[config.mk]
export PLATFORM = sky130hd
export DESIGN_NAME = sts_cell
export DESIGN_NICKNAME = d
export VERILOG_FILES = /design/src/sv/sts_pkg.sv /design/src/sv/sts_cell.sv
export SDC_FILE = /design/constraint.sdc
export NUM_CORES = 1
export LEC_CHECK = 0
export BUFFER_PORTS_ARGS = -buffer_cell sky130_fd_sc_hd__buf_2
export CORE_ASPECT_RATIO = 1.4
export CORE_MARGIN = 4
export CORE_UTILIZATION = 48
export DETAILED_ROUTE_END_ITERATION = 7
export PLACE_DENSITY = 0.86
export SKIP_CTS_REPAIR_TIMING = 1
export SYNTH_ARGS = -nofsm -noshare
export SYNTH_HDL_FRONTEND = slang
export SYNTH_SLANG_ARGS = --single-unit
[constraint.sdc]
create_clock -name i_clk -period 9.2 [get_ports i_clk]
set_clock_uncertainty 0.1 [all_clocks]
set_input_delay 2.3 -clock i_clk [delete_from_list [all_inputs] [get_ports i_clk]]
set_output_delay 2.3 -clock i_clk [all_outputs]
set_load 0.03 [all_outputs]
[src/sv/sts_pkg.sv]
// ----------------------------------------------------------------------------
// sts_pkg
// Shared types and constants for the sorted threshold select block.
// ----------------------------------------------------------------------------
package sts_pkg;

    localparam int unsigned DATA_W = 32;

    // register indexes on the configuration port
    localparam logic [1:0] REG_THRESHOLD   = 2'd0;
    localparam logic [1:0] REG_COMPARE     = 2'd1;
    localparam logic [1:0] REG_REPORT_POS  = 2'd2;

    // compare modes
    localparam logic [1:0] CMP_LT = 2'd0;
    localparam logic [1:0] CMP_LE = 2'd1;
    localparam logic [1:0] CMP_GT = 2'd2;
    localparam logic [1:0] CMP_GE = 2'd3;

    typedef enum logic {
        ST_LOAD,
        ST_DRAIN
    } t_state;

    // control broadcast to every cell of the chain
    typedef struct packed {
        logic insert;
        logic drain;
    } t_cell_ctl;

endpackage

[src/sv/sts_cell.sv]
// ----------------------------------------------------------------------------
// sts_cell
// One sorting cell: holds a value and its arrival position, compares
// against the incoming key and shifts right on insert, left on drain.
// ----------------------------------------------------------------------------
module sts_cell #(
    parameter int unsigned POS_W = 6
) (
    input  logic                               i_clk,
    input  sts_pkg::t_cell_ctl                 i_ctl,
    input  logic signed [sts_pkg::DATA_W-1:0]  i_key_value,
    input  logic [POS_W-1:0]                   i_key_pos,
    input  logic                               i_valid,
    input  logic                               i_left_valid,
    input  logic                               i_left_gt,
    input  logic signed [sts_pkg::DATA_W-1:0]  i_left_value,
    input  logic [POS_W-1:0]                   i_left_pos,
    input  logic signed [sts_pkg::DATA_W-1:0]  i_right_value,
    input  logic [POS_W-1:0]                   i_right_pos,
    output logic                               o_gt,
    output logic signed [sts_pkg::DATA_W-1:0]  o_value,
    output logic [POS_W-1:0]                   o_pos
);

    logic signed [sts_pkg::DATA_W-1:0] r_value;
    logic [POS_W-1:0]                  r_pos;
    logic signed [sts_pkg::DATA_W-1:0] n_value;
    logic [POS_W-1:0]                  n_pos;

    // strictly greater keeps equal values in arrival order
    assign o_gt = i_valid && (r_value > i_key_value);

    always_comb begin
        n_value = r_value;
        n_pos   = r_pos;
        if (i_ctl.insert) begin
            if (i_left_gt) begin
                n_value = i_left_value;
                n_pos   = i_left_pos;
            end else if ((o_gt || !i_valid) && i_left_valid) begin
                n_value = i_key_value;
                n_pos   = i_key_pos;
            end
        end else if (i_ctl.drain) begin
            n_value = i_right_value;
            n_pos   = i_right_pos;
        end
    end

    always_ff @(posedge i_clk) begin
        r_value <= n_value;
        r_pos   <= n_pos;
    end

    assign o_value = r_value;
    assign o_pos   = r_pos;

endmodule

==> impl_metrics.csv, run 1 <==
group,metric,value,unit
run_status,status,"completed",
grt,antenna_found_initial,0,
sta,slew_violations,0,
grt,grt.met1_usage,19.7,%
drt,drc_errors,0,
final_layout,layout_common_cells,"158 x buf_2, 49 x a21oi_1, 41 x nor2_1, 38 x mux2i_1, 38 x edfxtp_1",
drt,viasPerCell,5.08,
placement,postPlaceCellArea,3630,um^2
synth,synth_compound_area_share,13.7,%
clock_network,numCtsBuffers,5,
synth,syn-cell-area,2790,um^2
final_layout,finalNetCount,592,
clock_network,cts-root-buf,"clkbuf_8",
grt,gr-usage-met3,4.33,%
placement,place_ws,2670,ps
drt,dr.pass1.iters,4,
pwr,power,495,uW
drt,ant_nets,0,
final_layout,stdcell_count,508,
grt,grt_pass1_vias,2761,
drt,wire_per_inst,14.2,um
synth,synthSimpleGateAreaFrac,10.6,%
synth,ys_types,32,
clock_network,cts_tree,"yes",
final_layout,stdcell_area,3710,um^2
clock_network,worstSkewPairLatency,280,ps
synth,synth_top_family_by_area,"adder cells",
final_layout,n_antenna_cell,0,
setup_path,reg2reg_slack,6410,ps
grt,met2_usage,41.0,%
synth,async_flop_share,0,%
floorplan,die_area,7110,um^2
drt,wirelength,7.20,mm
grt,top_usage_layer,"met2",
setup_path,worstPathMaxFanout,3,
synth,ys_ff_latch,38,
pwr,p_leak,1.92,nW
placement,dpl.cell_count,501,
worst_hold_path,min_path_type,"reg -> reg",
final_layout,synthToLayoutAreaGrowth,32.9,%
placement,port_buffers,158,
sta,setup_tns,0,ps
setup_path,path_cells,"buf_2 > inv_1 > ha_1 > nand4_1 > or4_4 > nor4_2 > a21oi_1 > o21ai_2 > nor2_1 > buf_2",
floorplan,dieWidth,72.4,um
pwr,irDropWorstVdd,0.000109,V
synth,synth_mux_area_share,13.6,%
setup_path,path_buf_inv,3,
synth,synth_ff_type,"edfxtp_1",
drt,vias,2583,
setup_path,slowest_stage,"or4_4",
setup_path,crit_required,6800,ps
grt,grt_pass1_wl,11.7,mm
worst_hold_path,hold_depth,6,
drt,drtIter0Drc,80,
final_layout,layout-drive-gt1-share,38.9,%
sta,grt_setup_unrepaired,"false",
sta,post-route-period-util,70.8,%
setup_path,rr_endpoint,"o_value[19]$_DFFE_PP_",
synth,synth-adder-area-share,14.3,%
setup_path,cp-endpoint,"o_gt",
grt,grt_use_total,20.5,%
sta,max_freq,153,MHz
setup_path,cp_num_cells,10,
setup_path,slowest_delay,560,ps
synth,yosysTopAreaCellShare,40.9,%
setup_path,path_class,"in -> out",
setup_path,endpoint_kind,"output pin",
sta,setup_viol,0,
synth,yosysTopAreaCell,"edfxtp_1",
sta,setup_ws,2680,ps
run,maxCapViolations,0,
setup_path,cp_top_family,"simple AND/OR/NAND/NOR gates",
floorplan,die_h,98.2,um
floorplan,core,5570,um^2
floorplan,io_pins,159,
clock_network,clock-sinks,38,
synth,synth_nets,439,
floorplan,start_util,50.1,%
floorplan,rows,32,
sta,whs,1300,ps
synth,syn_inst,287,
sta,timing.slew.headroom,24.3,%
setup_path,timing.rr.start,"o_value[31]$_DFFE_PP_",
clock_network,path_clk_slew,70,ps
setup_path,rr_worst_depth,7,
sta,tightest_slew,1140,ps
setup_path,cp.arrival,4120,ps
sta,period_needed,6520,ps
grt,grt_max_degree,71,
clock_network,htree_levels,2,
pwr,powerDensity,134,nW/um^2
setup_path,critPathLaunchType,"primary input",
sta,hold_violations,0,
synth,ys_warn_count,0,
synth,yosys-top-cells-area,"edfxtp_1 41%, ha_1 14%, mux2i_1 14%",
synth,synth_edf_count,38,
synth,synth.avg_cell_area,9.72,um^2
clock_network,clockBufferDepth,2,
synth,seq_area_frac_synth,40.9,%
setup_path,crit_top_cell,"buf_2",
setup_path,cp-startpoint,"i_key_value[27]",
synth,synthXorXnorAreaFrac,0,%
final_layout,layout_commonest_cell,"buf_2",
placement,routabilityCongestion,0.784,
grt,grt-ovfl-total,0,
placement,hpwlAfterDp,5.88,mm
final_layout,post-route-util,66.6,%
## state kept, by name, indices dropped and copies added (netlist names)
signal / count
o_pos: 6
o_value: 32
## kinds of logic after synthesis
family | Yosys count
mux | 38
compound gates | 67
buf+inv | 49
flops | 38
fa+ha+maj | 32
simple gates | 63
## area by class of cell
class	instances	area, um^2
multi-input cells	200	1470
clock buffers	7	76.3
fillers	458	1860
inverters	35	131
flip-flops and latches	38	1140
repair buffers	160	806
well taps	68	85.1
## worst reg2reg max path, stage by stage (launching register included)
cell and delay [ps]:
edfxtp_1 420, ha_1 320, nand4_1 130, or4_4 580
a41oi_2 180, o21ai_2 110, a21oi_4 150, buf_4 440
## how the worst min path moves through the flow
stage | startpoint | endpoint | slack, ps
final | o_value[31]$_DFFE_PP_ | o_value[8]$_DFFE_PP_ | 1300
after global routing | o_value[31]$_DFFE_PP_ | o_value[8]$_DFFE_PP_ | 1390
after CTS | o_value[31]$_DFFE_PP_ | o_value[8]$_DFFE_PP_ | 1320
after detailed placement | o_value[31]$_DFFE_PP_ | o_value[10]$_DFFE_PP_ | 1300
after global placement | o_value[31]$_DFFE_PP_ | o_value[10]$_DFFE_PP_ | 1320
after floorplan | o_value[31]$_DFFE_PP_ | o_pos[0]$_DFFE_PP_ | 1420
## power breakdown
| part | leakage, nW | switching, mW | internal, mW |
|---|---|---|---|
| sequential | 0.373 | 0.00795 | 0.214 |
| combinational | 1.51 | 0.103 | 0.0651 |
| clock | 0.0383 | 0.0533 | 0.0522 |
| total | 1.92 | 0.164 | 0.331 |
## cells in the mapped netlist, drive strengths merged (2+ instances only)
cell	instances
and4	2
nor2	41
a2111oi	2
a41oi	2
edfxtp	38
a21o	2
a21oi	50
o21ai	6
clkbuf	9
mux2i	38
nand2	7
inv	35
nor2b	2
buf	5
nand4	5
ha	32
## per-layer routing
layer	wire length, um	up-vias
li1	-	1333
met1	2520	1144
met2	4050	94
met3	494	12
met4	136	0
met5	0	-
Note: power is estimated with default switching activity, not from simulation.
==> run 2, diff against run 1 <==
--- a/config.mk
+++ b/config.mk
@@ -8,9 +8,9 @@
 export BUFFER_PORTS_ARGS = -buffer_cell sky130_fd_sc_hd__buf_2
 export CORE_ASPECT_RATIO = 1.4
 export CORE_MARGIN = 4
-export CORE_UTILIZATION = 48
+export CORE_UTILIZATION = 45
 export DETAILED_ROUTE_END_ITERATION = 7
-export PLACE_DENSITY = 0.86
+export PLACE_DENSITY = 0.82
 export SKIP_CTS_REPAIR_TIMING = 1
 export SYNTH_ARGS = -nofsm -noshare
 export SYNTH_HDL_FRONTEND = slang
==> constraint.sdc (replaced) <==
create_clock -name i_clk -period 6.04 [get_ports i_clk]
set_clock_uncertainty 0.1 [all_clocks]
set_input_delay 1.51 -clock i_clk [delete_from_list [all_inputs] [get_ports i_clk]]
set_output_delay 1.51 -clock i_clk [all_outputs]
set_load 0.03 [all_outputs]
==> run 2 against run 1 <==
Effect of this change: worst setup slack worse by 1600 ps; global-route usage is 0.94 points lower; sequential share of layout area is 0.052 points lower; cell count is 0.39% higher; critical path type unchanged; largest cell class unchanged; highest routed layer unchanged.
==> impl_metrics.csv, run 2 (synthesized netlist as in run 1, its figures left out) <==
group,metric,value,unit
clock_network,clock-sinks,38,
final_layout,finalNetCount,593,
drt,ant_nets,0,
setup_path,slowest_stage,"or4_4",
pwr,switchingPower,252,uW
grt,gr-usage-met3,4.57,%
placement,hpwlAfterDp,6.05,mm
grt,met2_usage,38.3,%
final_layout,n_antenna_cell,0,
sta,post-route-period-util,82.3,%
final_layout,stdcell_count,510,
setup_path,worstPathMaxFanout,3,
grt,grt.met1_usage,19.6,%
clock_network,cts_tree,"yes",
grt,grt_max_degree,78,
pwr,p_clk_share,21.1,%
final_layout,fillers,511,
sta,grt_setup_unrepaired,"false",
pwr,p_comb_share,33.9,%
worst_hold_path,min_path_type,"reg -> reg",
drt,dr.pass1.iters,4,
clock_network,cts-root-buf,"clkbuf_8",
pwr,p_sw_share,33.5,%
run,maxCapViolations,0,
final_layout,largest_register_ffs,32,
grt,grt_pass1_wl,11.5,mm
clock_network,path_clk_slew,70,ps
pwr,p_leak,1.93,nW
sta,setup_viol,0,
sta,slew_violations,0,
floorplan,dieWidth,74.6,um
pwr,internal-power,500,uW
clock_network,clockBufferDepth,2,
sta,period_needed,4970,ps
clock_network,numCtsBuffers,5,
setup_path,crit_required,4430,ps
setup_path,cp_top_family,"simple AND/OR/NAND/NOR gates",
final_layout,layout_commonest_cell,"buf_2",
sta,whs,1110,ps
setup_path,path_class,"in -> out",
floorplan,die_area,7540,um^2
grt,top_usage_layer,"met2",
drt,drtIter0Drc,93,
placement,dpl.cell_count,504,
setup_path,rr_worst_depth,7,
setup_path,path_cells,"buf_2 > inv_1 > ha_1 > nand4_1 > or4_4 > nor4_2 > a21oi_1 > o21ai_2 > nor2_1 > buf_2",
grt,antenna_found_initial,0,
sta,setup_tns,0,ps
final_layout,synthToLayoutAreaGrowth,33.1,%
drt,wire_per_inst,14.4,um
floorplan,core,5950,um^2
run_status,status,"completed",
floorplan,io_pins,159,
setup_path,cp_num_cells,10,
pwr,powerDensity,203,nW/um^2
setup_path,critPathLaunchType,"primary input",
drt,drc_errors,0,
grt,grt-ovfl-total,0,
placement,port_buffers,158,
floorplan,start_util,46.9,%
sta,timing.slew.headroom,54.0,%
clock_network,htree_levels,2,
drt,wirelength,7.35,mm
final_layout,layout-drive-gt1-share,39.1,%
placement,routabilityCongestion,0.829,
grt,grt_pass1_vias,2719,
setup_path,crit_top_cell,"buf_2",
floorplan,rows,33,
grt,grt_use_total,19.6,%
floorplan,die_h,101,um
final_layout,post-route-util,62.5,%
clock_network,worstSkewPairLatency,280,ps
pwr,seqPwrFrac,45.0,%
pwr,irDropWorstVdd,0.000146,V
setup_path,path_buf_inv,3,
setup_path,endpoint_kind,"output pin",
worst_hold_path,hold_depth,5,
drt,vias,2635,
sta,max_freq,201,MHz
setup_path,cp.arrival,3360,ps
sta,tightest_slew,688,ps
setup_path,slowest_delay,560,ps
final_layout,layout_common_cells,"158 x buf_2, 49 x a21oi_1, 41 x nor2_1, 38 x mux2i_1, 38 x edfxtp_1",
sta,hold_violations,0,
drt,viasPerCell,5.17,
## run 2: final cells by class
type / count / area (um^2) / share of cell area [%]
clock buffers: 5 / 68.8 / 1.85
clock inverters: 1 / 3.75 / 0.101
inverters: 35 / 131 / 3.54
multi-input cells: 200 / 1470 / 39.5
flip-flops and latches: 38 / 1140 / 30.7
well taps: 70 / 87.6 / 2.36
repair buffers: 161 / 813 / 21.9
## run 2: final timing paths
| check | startpoint | endpoint | slack (ps) |
|---|---|---|---|
| setup / recovery | i_key_value[27] | o_gt | 1070 |
| hold reg to reg | o_value[31]$_DFFE_PP_ | o_value[10]$_DFFE_PP_ | 1110 |
| setup reg to reg | o_value[31]$_DFFE_PP_ | o_value[26]$_DFFE_PP_ | 2870 |
| hold / removal | o_value[31]$_DFFE_PP_ | o_value[10]$_DFFE_PP_ | 1110 |
## run 2: stage by stage
stage	total power, mW	worst slack, ps	instance area (um^2)
floorplan	0.504	1280	2790
global placement	0.594	1060	3640
detailed placement	0.603	1040	3640
CTS	0.764	1040	3710
global route	0.799	874	3710
finish	0.752	1070	3710
## run 2: metal layers
layer,vias to the layer above,routed length [um]
met3,13,520
met4,0,120
met1,1191,2640
li1,1336,-
met2,95,4070
met5,-,0
## run 2: tightest hold or removal path, cell delays in order (launching register included)
cell and delay, ps:
edfxtp_1 360, ha_1 180, or2b_1 100, a21oi_1 70
o21ai_2 110, a21oi_4 190
## run 2: power groups by stage
stage	registers, mW	clock network [mW]	logic, mW
6_report	0.339	0.159	0.255
5_1_grt	0.341	0.173	0.284
4_1_cts	0.339	0.166	0.259
3_5_place_dp	0.345	0	0.258
3_3_place_gp	0.343	0	0.251
2_1_floorplan	0.397	0	0.107
